`config.mk`:
```
export PLATFORM = sky130hd
export DESIGN_NAME = length_prefixed_id_list_parser
export DESIGN_NICKNAME = d
export VERILOG_FILES = /design/src/rtl/lpidl_pkg.sv /design/src/rtl/length_prefixed_id_list_parser.sv /design/src/rtl/lpidl_rq.sv
export SDC_FILE = /design/constraint.sdc
export NUM_CORES = 2
export LEC_CHECK = 0
export BUFFER_PORTS_ARGS = -buffer_cell sky130_fd_sc_hd__buf_2
export CELL_PAD_IN_SITES_DETAIL_PLACEMENT = 1
export CELL_PAD_IN_SITES_GLOBAL_PLACEMENT = 2
export CORE_ASPECT_RATIO = 1.5
export CORE_MARGIN = 3
export CORE_UTILIZATION = 44
export DETAILED_ROUTE_END_ITERATION = 12
export GPL_ROUTABILITY_DRIVEN = 0
export PLACE_DENSITY_LB_ADDON = 0.1
export SYNTH_ARGS = -nofsm -noshare
export SYNTH_HDL_FRONTEND = slang
export SYNTH_HIERARCHICAL = 1
export SYNTH_SLANG_ARGS = --single-unit
```
`constraint.sdc`:
```
create_clock -name clk -period 14.67 [get_ports clk]
set_input_delay 2.934 -clock clk [delete_from_list [all_inputs] [get_ports clk]]
set_output_delay 2.934 -clock clk [all_outputs]
set_load 0.01 [all_outputs]
```
`src/rtl/lpidl_pkg.sv`:
```
package lpidl_pkg;

	// Result kinds, carried on the master-side tuser.
	typedef logic [2:0] kind_t;
	localparam kind_t KIND_TITLE   = 3'd0;
	localparam kind_t KIND_DATE    = 3'd1;
	localparam kind_t KIND_DBDATE  = 3'd2;
	localparam kind_t KIND_NAMES   = 3'd3;
	localparam kind_t KIND_ID      = 3'd4;
	localparam kind_t KIND_IDCOUNT = 3'd5;
	localparam kind_t KIND_VOLLEN  = 3'd6;
	localparam kind_t KIND_STATUS  = 3'd7;

	// Status codes of a status result.
	typedef logic [2:0] status_t;
	localparam status_t ST_OK       = 3'd0;
	localparam status_t ST_SIZE     = 3'd1;
	localparam status_t ST_IDCOUNT  = 3'd2;
	localparam status_t ST_LEGACY   = 3'd3;
	localparam status_t ST_TRUNC    = 3'd4;

	// A one-byte id length of this value announces a four-byte length.
	localparam logic [7:0] ESCAPE_LEN = 8'hFF;

	typedef struct packed {
		kind_t       kind;
		logic [63:0] value;
		logic [31:0] id_index;
		logic        last_of_field;
		logic        empty_field;
		status_t     status;
	} result_t;

	// Up to two results are written into the result queue per byte.
	typedef struct packed {
		logic [1:0] n;
		result_t    r0;
		result_t    r1;
	} push_t;

	typedef struct packed {
		logic valid;
		logic room2;
	} qstat_t;

endpackage

```
`src/rtl/length_prefixed_id_list_parser.sv`:
```
// Identifier-list file parser. File bytes arrive one per slave-side transaction,
// with tlast on the final byte of a file. A first byte of zero selects the
// versioned header, which is checked against the expected_file_size register
// and taken apart into title, date, id count, volume length, db date and volume
// names; the ids follow, each behind a one-byte length (0xFF escapes to a
// four-byte little-endian length). Every string byte goes out as one master-side
// transaction, and a status transaction closes each file. The block takes one
// byte per clock cycle while the result queue has room for two results: the byte
// is held in an input register, the parser state machine advances from it, and
// its results enter a four-entry result queue and pass from there to the master
// side. Only the final byte of a file can produce two results; the slave side
// stalls only while the master side does not take results.
// Write expected_file_size only between files.
module length_prefixed_id_list_parser
	import lpidl_pkg::*;
#(
	parameter int unsigned ID_COUNT_BITS = 32
) (
	input  logic         clk,
	input  logic         arst_n,
	// Configuration: expected_file_size.
	input  logic         cfg_we,
	input  logic [63:0]  cfg_wdata,
	// Slave side: tdata[7:0] data_byte; tlast is last_byte.
	input  logic         s_tvalid,
	output logic         s_tready,
	input  logic [7:0]   s_tdata,
	input  logic         s_tlast,
	// Master side: tdata[63:0] value, [95:64] id_index, [96] last_of_field,
	// [97] empty_field, [100:98] status, [103:101] zero; tuser[2:0] kind.
	output logic         m_tvalid,
	input  logic         m_tready,
	output logic [103:0] m_tdata,
	output logic [2:0]   m_tuser
);

	typedef enum logic [3:0] {
		PH_FORMAT, PH_SIZE, PH_COUNT, PH_TITLE_LEN, PH_TITLE, PH_DATE_LEN,
		PH_DATE, PH_VOL_LEN, PH_DBDATE_LEN, PH_DBDATE, PH_NAMES_LEN, PH_NAMES,
		PH_ID_LEN, PH_ID_LONGLEN, PH_ID_BYTES, PH_DONE
	} phase_t;

	// Input register.
	logic        valid_s1;
	logic [7:0]  byte_s1;
	logic        last_s1;

	// Parser state.
	phase_t                   phase_q, phase_n;
	logic [2:0]               byte_in_word_q, byte_in_word_n;
	logic [63:0]              word_gather_q, word_gather_n;
	logic [31:0]              bytes_left_q, bytes_left_n;
	logic [63:0]              ids_expected_q, ids_expected_n;
	logic [ID_COUNT_BITS-1:0] ids_seen_q, ids_seen_n;
	logic [63:0]              expected_size_q;

	logic        proc;
	qstat_t      qst;
	result_t     head;
	push_t       push;

	logic [63:0] wg_acc;
	logic [2:0]  biw_inc;
	logic [63:0] seen_ext, seen_n_ext;
	logic        has_a;
	result_t     res_a, res_st;
	logic        start_str, start_id, bump, endf;
	phase_t      str_ph;
	logic [31:0] new_len;

	function automatic result_t mk(kind_t k, logic [63:0] v, logic [31:0] idx,
	                               logic lf, logic ef, status_t s);
		result_t r;
		r.kind          = k;
		r.value         = v;
		r.id_index      = idx;
		r.last_of_field = lf;
		r.empty_field   = ef;
		r.status        = s;
		return r;
	endfunction

	function automatic kind_t str_kind(phase_t p);
		case (p)
			PH_TITLE:  return KIND_TITLE;
			PH_DATE:   return KIND_DATE;
			PH_DBDATE: return KIND_DBDATE;
			default:   return KIND_NAMES;
		endcase
	endfunction

	function automatic phase_t str_next(phase_t p);
		case (p)
			PH_TITLE:  return PH_DATE_LEN;
			PH_DATE:   return PH_VOL_LEN;
			PH_DBDATE: return PH_NAMES_LEN;
			default:   return PH_ID_LEN;
		endcase
	endfunction

	// The held byte is processed once the queue can absorb two results.
	assign proc     = valid_s1 && qst.room2;
	assign s_tready = !valid_s1 || qst.room2;

	assign seen_ext = 64'(ids_seen_q);
	assign wg_acc   = word_gather_q | (64'(byte_s1) << {byte_in_word_q, 3'b000});
	assign biw_inc  = byte_in_word_q + 3'd1;
	assign endf     = (bytes_left_q <= 32'd1);

	always_comb begin
		phase_n        = phase_q;
		byte_in_word_n = byte_in_word_q;
		word_gather_n  = word_gather_q;
		bytes_left_n   = bytes_left_q;
		ids_expected_n = ids_expected_q;
		has_a          = 1'b0;
		res_a          = '0;
		start_str      = 1'b0;
		start_id       = 1'b0;
		bump           = 1'b0;
		str_ph         = PH_TITLE;
		new_len        = '0;

		case (phase_q)
			PH_FORMAT: begin
				if (byte_s1 != 8'd0) begin
					has_a   = 1'b1;
					res_a   = mk(KIND_STATUS, '0, '0, 1'b0, 1'b0, ST_LEGACY);
					phase_n = PH_DONE;
				end else begin
					word_gather_n  = '0;
					byte_in_word_n = '0;
					phase_n        = PH_SIZE;
				end
			end
			PH_SIZE, PH_COUNT, PH_VOL_LEN: begin
				word_gather_n  = wg_acc;
				byte_in_word_n = biw_inc;
				if (byte_in_word_q == 3'd7) begin
					byte_in_word_n = '0;
					word_gather_n  = '0;
					if (phase_q == PH_SIZE) begin
						if (wg_acc != expected_size_q) begin
							has_a   = 1'b1;
							res_a   = mk(KIND_STATUS, '0, '0, 1'b0, 1'b0, ST_SIZE);
							phase_n = PH_DONE;
						end else begin
							phase_n = PH_COUNT;
						end
					end else if (phase_q == PH_COUNT) begin
						ids_expected_n = wg_acc;
						has_a          = 1'b1;
						res_a          = mk(KIND_IDCOUNT, wg_acc, '0, 1'b0, 1'b0, ST_OK);
						phase_n        = PH_TITLE_LEN;
					end else begin
						has_a   = 1'b1;
						res_a   = mk(KIND_VOLLEN, wg_acc, '0, 1'b0, 1'b0, ST_OK);
						phase_n = (wg_acc != 64'd0) ? PH_DBDATE_LEN : PH_ID_LEN;
					end
				end
			end
			PH_TITLE_LEN, PH_NAMES_LEN, PH_ID_LONGLEN: begin
				word_gather_n  = wg_acc;
				byte_in_word_n = biw_inc;
				if (byte_in_word_q == 3'd3) begin
					byte_in_word_n = '0;
					word_gather_n  = '0;
					new_len        = wg_acc[31:0];
					if (phase_q == PH_ID_LONGLEN) begin
						start_id = 1'b1;
					end else begin
						start_str = 1'b1;
						str_ph    = (phase_q == PH_TITLE_LEN) ? PH_TITLE : PH_NAMES;
					end
				end
			end
			PH_DATE_LEN, PH_DBDATE_LEN: begin
				start_str = 1'b1;
				new_len   = 32'(byte_s1);
				str_ph    = (phase_q == PH_DATE_LEN) ? PH_DATE : PH_DBDATE;
			end
			PH_TITLE, PH_DATE, PH_DBDATE, PH_NAMES: begin
				has_a        = 1'b1;
				res_a        = mk(str_kind(phase_q), 64'(byte_s1), '0, endf, 1'b0, ST_OK);
				bytes_left_n = bytes_left_q - 32'd1;
				if (endf) begin
					bytes_left_n = '0;
					phase_n      = str_next(phase_q);
				end
			end
			PH_ID_LEN: begin
				// Once every announced id is seen, further bytes are dropped.
				if (seen_ext < ids_expected_q) begin
					if (byte_s1 == ESCAPE_LEN) begin
						word_gather_n  = '0;
						byte_in_word_n = '0;
						phase_n        = PH_ID_LONGLEN;
					end else begin
						start_id = 1'b1;
						new_len  = 32'(byte_s1);
					end
				end
			end
			PH_ID_BYTES: begin
				has_a        = 1'b1;
				res_a        = mk(KIND_ID, 64'(byte_s1), seen_ext[31:0], endf, 1'b0, ST_OK);
				bytes_left_n = bytes_left_q - 32'd1;
				if (endf) begin
					bytes_left_n = '0;
					bump         = 1'b1;
					phase_n      = PH_ID_LEN;
				end
			end
			default: begin
			end
		endcase

		if (start_str) begin
			if (new_len == 32'd0) begin
				has_a   = 1'b1;
				res_a   = mk(str_kind(str_ph), '0, '0, 1'b0, 1'b1, ST_OK);
				phase_n = str_next(str_ph);
			end else begin
				bytes_left_n = new_len;
				phase_n      = str_ph;
			end
		end

		if (start_id) begin
			if (new_len == 32'd0) begin
				has_a   = 1'b1;
				res_a   = mk(KIND_ID, '0, seen_ext[31:0], 1'b0, 1'b1, ST_OK);
				bump    = 1'b1;
				phase_n = PH_ID_LEN;
			end else begin
				bytes_left_n = new_len;
				phase_n      = PH_ID_BYTES;
			end
		end

		// The id counter saturates at its top value.
		ids_seen_n = ids_seen_q;
		if (phase_q == PH_COUNT && byte_in_word_q == 3'd7) begin
			ids_seen_n = '0;
		end else if (bump && ids_seen_q != '1) begin
			ids_seen_n = ids_seen_q + ID_COUNT_BITS'(1);
		end
		seen_n_ext = 64'(ids_seen_n);

		// End of file: report a status unless one was given, then restart.
		res_st    = '0;
		push      = '0;
		if (last_s1 && phase_n != PH_DONE) begin
			if (phase_n == PH_ID_LEN) begin
				res_st = mk(KIND_STATUS, '0, '0, 1'b0, 1'b0,
				            (seen_n_ext == ids_expected_n) ? ST_OK : ST_IDCOUNT);
			end else begin
				res_st = mk(KIND_STATUS, '0, '0, 1'b0, 1'b0, ST_TRUNC);
			end
			if (has_a) begin
				push.n  = 2'd2;
				push.r0 = res_a;
				push.r1 = res_st;
			end else begin
				push.n  = 2'd1;
				push.r0 = res_st;
			end
		end else if (has_a) begin
			push.n  = 2'd1;
			push.r0 = res_a;
		end
		if (!proc) begin
			push.n = 2'd0;
		end

		if (last_s1) begin
			phase_n        = PH_FORMAT;
			byte_in_word_n = '0;
			word_gather_n  = '0;
			bytes_left_n   = '0;
			ids_expected_n = '0;
			ids_seen_n     = '0;
		end
	end

	always_ff @(posedge clk or negedge arst_n) begin
		if (!arst_n) begin
			valid_s1 <= 1'b0;
		end else if (s_tvalid && s_tready) begin
			valid_s1 <= 1'b1;
		end else if (proc) begin
			valid_s1 <= 1'b0;
		end
	end

	always_ff @(posedge clk) begin
		if (s_tvalid && s_tready) begin
			byte_s1 <= s_tdata;
			last_s1 <= s_tlast;
		end
	end

	always_ff @(posedge clk or negedge arst_n) begin
		if (!arst_n) begin
			expected_size_q <= '0;
		end else if (cfg_we) begin
			expected_size_q <= cfg_wdata;
		end
	end

	always_ff @(posedge clk or negedge arst_n) begin
		if (!arst_n) begin
			phase_q        <= PH_FORMAT;
			byte_in_word_q <= '0;
			word_gather_q  <= '0;
			bytes_left_q   <= '0;
			ids_expected_q <= '0;
			ids_seen_q     <= '0;
		end else if (proc) begin
			phase_q        <= phase_n;
			byte_in_word_q <= byte_in_word_n;
			word_gather_q  <= word_gather_n;
			bytes_left_q   <= bytes_left_n;
			ids_expected_q <= ids_expected_n;
			ids_seen_q     <= ids_seen_n;
		end
	end

	lpidl_rq u_rq (
		.clk    (clk),
		.arst_n (arst_n),
		.push   (push),
		.pop    (m_tready),
		.head   (head),
		.st     (qst)
	);

	assign m_tvalid = qst.valid;
	assign m_tdata  = {3'b000, head.status, head.empty_field, head.last_of_field,
	                   head.id_index, head.value};
	assign m_tuser  = head.kind;

	// A file start always finds the word gatherer cleared.
	a_format_clean: assert property (@(posedge clk) disable iff (!arst_n)
		(phase_q == PH_FORMAT) |-> (word_gather_q == 64'd0 && byte_in_word_q == 3'd0))
		else $error("word gatherer not clear at file start");

	// Inside an id or a string there is always at least one byte left.
	a_bytes_left: assert property (@(posedge clk) disable iff (!arst_n)
		(phase_q == PH_ID_BYTES || phase_q == PH_TITLE || phase_q == PH_DATE ||
		 phase_q == PH_DBDATE || phase_q == PH_NAMES) |-> (bytes_left_q != 32'd0))
		else $error("string phase with no bytes left");

	// Two results from one byte only at the end of a file, the second a status.
	a_pair_status: assert property (@(posedge clk) disable iff (!arst_n)
		(push.n == 2'd2) |-> (proc && last_s1 && push.r1.kind == KIND_STATUS))
		else $error("result pair without closing status");

	// A processed byte never overfills the result queue.
	a_room: assert property (@(posedge clk) disable iff (!arst_n)
		(push.n != 2'd0) |-> qst.room2)
		else $error("result queue overrun");

endmodule

```
`src/rtl/lpidl_rq.sv`:
```
module lpidl_rq
	import lpidl_pkg::*;
(
	input  logic    clk,
	input  logic    arst_n,
	input  push_t   push,
	input  logic    pop,
	output result_t head,
	output qstat_t  st
);

	localparam int DEPTH = 4;
	localparam int PW = $clog2(DEPTH);
	localparam int CW = $clog2(DEPTH + 1);

	result_t        mem [DEPTH];
	logic [PW-1:0]  wr_ptr_q;
	logic [PW-1:0]  rd_ptr_q;
	logic [CW-1:0]  cnt_q;
	logic           pop_ok;

	assign pop_ok   = pop && (cnt_q != '0);
	assign head     = mem[rd_ptr_q];
	assign st.valid = (cnt_q != '0);
	assign st.room2 = (cnt_q <= CW'(DEPTH - 2));

	always_ff @(posedge clk) begin
		if (push.n != 2'd0) begin
			mem[wr_ptr_q] <= push.r0;
		end
		if (push.n == 2'd2) begin
			mem[wr_ptr_q + PW'(1)] <= push.r1;
		end
	end

	always_ff @(posedge clk or negedge arst_n) begin
		if (!arst_n) begin
			wr_ptr_q <= '0;
			rd_ptr_q <= '0;
			cnt_q    <= '0;
		end else begin
			wr_ptr_q <= wr_ptr_q + PW'(push.n);
			rd_ptr_q <= rd_ptr_q + PW'(pop_ok);
			cnt_q    <= cnt_q + CW'(push.n) - CW'(pop_ok);
		end
	end

endmodule

```
======== Word-level counts from Yosys, hierarchy flattened ========
Memory sizes are Yosys's and may differ from the RTL's.
Cells that the tools add are included.
word-level totals
  register bits after elaboration ......... 280
  RAM bits ................................ 416
  input port bits ......................... 78
  output and inout port bits .............. 109
  word-level logic and storage cells ...... 181
  memories kept ........................... 1
cells by class
  $add $sub $neg .......................... 8
  $lt $le $gt $ge ......................... 3
  equal/unequal tests ..................... 29
  shifts and indexed selects .............. 1
  mux-type cells .......................... 103
  bitwise gates (word level) .............. 1
  reductions and logical operators ........ 22
memory list
  memory    words  bits a word  rd ports  clocked after Yosys merged registers in  wr ports  line            RTL
  u_rq.mem  4      104          1         0                                        2         lpidl_rq.sv:16  result_t mem [DEPTH];
operator list
  kind                     number
  $mux W104                10
  $mux W64                 11
  $pmux W104 S4            1
  $mux W32                 11
  $pmux W64 S4             1
  $mux W106                2
  $mux W105                1
  $mux W103                1
  $pmux W32 S3             1
  $mux W4                  17
  $eq A32 B64 Y1           1
  $lt A32 B64 Y1           1
  $ne A64 B64 Y1           1
  $or A64 B64 Y64          1
  $reduce_bool A64 Y1      1
  $shl A8 B6 Y64           1
  $eq A4 B4 Y1 const B     9
  $add A32 B1 Y32 const B  1
  $le A32 B1 Y1 const B    1
  $logic_not A32 Y1        1
  $ne A32 B32 Y1 const B   1
  $sub A32 B1 Y32 const B  1
  $eq A4 B3 Y1 const B     6
  $mux W1                  24
  38 further kinds         61

======== Depth between registers and ports, before layout ========
  depth after elaboration ................. 19
  depth in mapped cells ................... 25
  gate-level depth less buffers ........... 22

======== Modules after synthesis ========
Netlist, hierarchy kept.
by module, submodules not included
  module                          times used  cells each  area an instance (µm²)  seq. area each (µm²)
  lpidl_rq                        1           1048        20867.5                 12667.1
  length_prefixed_id_list_parser  1           1982        17191.5                 6876.6

======== Worst setup path after synthesis ========
Ideal clock, no wire load.
  path type ............................... reg-to-reg
  start ................................... register byte_in_word_q[2]
  end ..................................... memory u_rq/mem[0][0] (netlist name) (enable)
  setup time .............................. 0.710 ns
  arrival time ............................ 11.415 ns
  required time ........................... 13.960 ns
  path slack .............................. 2.545 ns
  cell stages (with the launch flop) ...... 21
  buffers on the path ..................... 3
  period minus slack after synthesis ...... 12.125 ns
  cell sequence ........................... dfrtp_1 buf_6 nor2b_1 clkbuf_1 a21oi_1 o221ai_1 or3_1 or4_1 or4b_4 nand2_2 nand2_2 a2111oi_4 a2111oi_2 nand3_2 nand2_2 inv_1 ha_1 and3_1 buf_2 o21bai_1 o21ai_0
RTL lines
  what                    line                                   RTL
  start, declared         length_prefixed_id_list_parser.sv:50   logic [2:0] byte_in_word_q, byte_in_word_n;
  start signal, assigned  length_prefixed_id_list_parser.sv:321  byte_in_word_q <= byte_in_word_n;
  end, declared           lpidl_rq.sv:16

==> flow_metrics.tcl <==
set metrics [dict create \
    cts_resized 0 \
    placed_cells 4612 \
    port_buffers 183 \
    die_x_um 246 \
    post_cts_buffers 0 \
    grt_pass1_wl_um 198000 \
    crit_buf_inv 4 \
    antenna_left 0 \
    cts-root-buf "clkbuf_16" \
    vias 27578 \
    h-tree-depth 3 \
    synth_edf_count 425 \
    syn2layout_area_growth_pct 15.4 \
    avgSynthCellArea_um2 12.6 \
    cts_hold_buf 0 \
    start_kind "flip-flop" \
    max-vdd-ir-drop_mv 0.118 \
    post_drt_wl_per_cell_um 27.9 \
    fillers 8982 \
    synth_area_um2 38100 \
    path_max_fanout 45 \
    firstDrtPassIters 4 \
    min_path_type "reg -> reg" \
    grt_usage_pct 29.5 \
    max_freq_mhz 114 \
    tightest_slew_ps 1460 \
    async_flop_share_pct 38.9 \
    powerDensity_nw_per_um2 169 \
    coreArea_um2 85400 \
    drv_slew 0 \
    synth_top_area_cell "edfxtp_1" \
    synth_cell_type_count 103 \
    crit_type "reg -> reg" \
    dp_hpwl_um 91900 \
    min_period_over_period_pct 60.0 \
    clock-skew-final_ps 25.9 \
    fin_tns_setup_ps 0 \
    pre_cts_ws_ps 5970 \
    antenna_found_initial 1 \
    p_leak_nw 17.9 \
    layout-drive-gt1-share_pct 26.7 \
    setup-violations-final 0 \
    layout.cells.non_filler 4744 \
    slowest_stage "dfrtp_1" \
    diodes 0 \
    status "complete, no violations" \
    routed_wl_um 132000 \
    drt_iter0_drc 1701 \
    required_ps 15070 \
    max_slew_margin_pct 1.97 \
    clockBufferDepth 3 \
    ys_seq_elements 696 \
    grt_max_degree 111 \
    crit_chain "buf_4 > nor2b_1 > a21oi_2 > xor2_1 > nand4_1 > or4_1 > or4b_4 > a31oi_1 > o311ai_1 > a211oi_2 > nor2_1 > nand3_2 > nand2_2 > inv_1 > ha_1 > and3_1 > and4bb_4 > buf_4 > buf_4 > mux2_2" \
    crit_arrival_ps 9200 \
    clkLatencyLatePin_ps 670 \
    cts_tree "built" \
    crit_path_end_kind "flip-flop" \
    drcViolationCount 0 \
    finalWorstSetupSlack_ps 5870 \
    slowest_delay_ps 830 \
    cts_sinks 696 \
    yosys_warnings 6 \
    initial_utilization_pct 44.6 \
    synth_top_cell_area_share_pct 33.5 \
    synth_seq_area_share_pct 51.4 \
    power_mw 7.44 \
    via_per_inst 5.81 \
    drv_cap 0 \
    whs_ps 481 \
    grt_setup_unrepaired "no" \
    nNetsFinal 3677 \
    synth_cells 3030 \
    die-area_um2 90100 \
    critPathTopFamily "simple AND/OR/NAND/NOR gates" \
    synth_area_leaders "edfxtp_1, dfrtp_1, mux2_2, mux4_2, mux2_4" \
    cts_made_buffers 72 \
    ios 187 \
    path_common_cell "buf_4" \
    min_period_ps 8800 \
    path_clk_slew_ps 60 \
    grt_pass1_vias 30407 \
    gr-total-overflow 0 \
    finalHoldViolCount 0 \
    die_h_um 366 \
    rows 131 \
    ys.flop_type "edfxtp_1" \
]
cell usage in the layout (no fill, tap or decap), types with 11 or more instances in the layout:
cell,instances
o31ai_1,80
clkinv_2,17
o22ai_1,28
nand3_1,37
nand2b_1,17
edfxtp_1,425
mux2_2,312
or3_1,12
mux4_2,104
a21oi_1,99
a22o_1,22
xnor2_1,82
nand2_1,238
and3_1,22
nor4_1,38
o21ai_0,175
nand4_1,36
conb_1,399
inv_1,61
a31oi_1,40
clkbuf_1,16
mux2_1,60
dfrtp_1,269
nor3_1,54
mux2_4,109
mux2i_1,11
buf_4,90
nor2b_1,42
buf_2,182
clkbuf_16,75
nor2_1,155
ha_1,42
xor2_1,27
worst paths after layout:
path	from	end	slack [ps]	cells past startpoint
max	byte_in_word_q[0]$_DFFE_PN0P_	u_rq/mem[3][14]$_DFFE_PP_	5870	20
min	word_gather_q[39]$_DFFE_PN0P_	word_gather_q[39]$_DFFE_PN0P_	480	2
max reg2reg	byte_in_word_q[0]$_DFFE_PN0P_	u_rq/mem[3][14]$_DFFE_PP_	5870	20
min reg2reg	word_gather_q[39]$_DFFE_PN0P_	word_gather_q[39]$_DFFE_PN0P_	480	2
max in group asynchronous	arst_n	u_rq/rd_ptr_q[0]$_DFF_PN0_	10810	2
min in group asynchronous	arst_n	expected_size_q[34]$_DFFE_PN0P_	2310	1
power breakdown:
group          switching (mW)  internal [mW]
clock network           0.828           1.04
registers               0.252           2.54
logic                    1.77           1.01
total                    2.85           4.59
Yosys cell counts, drive strengths merged, types with 7 or more instances:
library cell / instances
o31ai: 81
o21ai: 182
ha: 42
or2: 10
xnor2: 82
o2111ai: 7
inv: 61
a21boi: 7
dfrtp: 271
buf: 103
nor3: 56
nor4: 39
o221ai: 7
a21o: 7
a31oi: 50
nand4: 36
clkbuf: 120
a21oi: 106
or3: 12
nand2: 242
o22ai: 28
xor2: 27
mux4: 104
nor2b: 43
or4: 9
nand3: 39
and2: 10
nor2: 158
a22o: 22
nand2b: 17
and4: 9
a211oi: 8
edfxtp: 425
and3: 22
mux2i: 11
o32ai: 7
mux2: 481
through the flow:
stage,utilization (%),instance area [µm²]
after floorplan,-,39600
after global placement,48.6,41500
after detailed placement,48.7,41600
after CTS,51.4,43900
after global routing,51.4,43900
final,51.4,43900
final cells by class:
type | count | area (µm²) | area share [%]
clock buffer | 92 | 1950 | 4.44
multi-input combinational | 2448 | 18700 | 42.7
tap | 1130 | 1410 | 3.22
timing repair buffer | 277 | 1650 | 3.77
inverter | 61 | 229 | 0.521
clock inverter | 40 | 370 | 0.843
sequential | 696 | 19600 | 44.5
worst register-to-register path, cell delays in order, from the launching register on:
cell and delay [ps]:
dfrtp_1 830, buf_4 500, nor2b_1 210, a21oi_2 750, xor2_1 210, nand4_1 190
or4_1 520, or4b_4 640, a31oi_1 260, o311ai_1 140, a211oi_2 320, nor2_1 130
nand3_2 100, nand2_2 90, inv_1 100, ha_1 410, and3_1 390, and4bb_4 720
buf_4 750, buf_4 740, mux2_2 520
per-layer routing:
metal / wire [µm] / vias up / track usage, %
met5: 11 / - / 0
met4: 8670 / 2 / 17.7
met3: 5280 / 292 / 4.08
met2: 69200 / 733 / 52.7
met1: 49300 / 14393 / 33.0
li1: - / 12158 / -
cells by family after synthesis:
| kind of cell | share of synthesized area [%] |
|---|---|
| AND/OR/NAND/NOR | 9.44 |
| flip-flops | 51.4 |
| multiplexers | 21.8 |
| AO/OA/AOI/OAI | 9.88 |
| buffers and inverters | 3.63 |
| XOR/XNOR | 2.51 |
| adder cells (fa/ha/maj) | 1.43 |
| other | 0.00985 |
state kept, by name, summed over array words and instances, names as in the netlist, 2 cells and up:
register	count
phase_q	4
byte_in_word_q	3
ids_expected_q	64
u_rq/cnt_q	3
u_rq/rd_ptr_q	2
word_gather_q	64
bytes_left_q	32
expected_size_q	64
u_rq/wr_ptr_q	2
u_rq/mem	416
ids_seen_q	32
byte_s1	8
No activity file was read; power rests on OpenSTA's default activity.
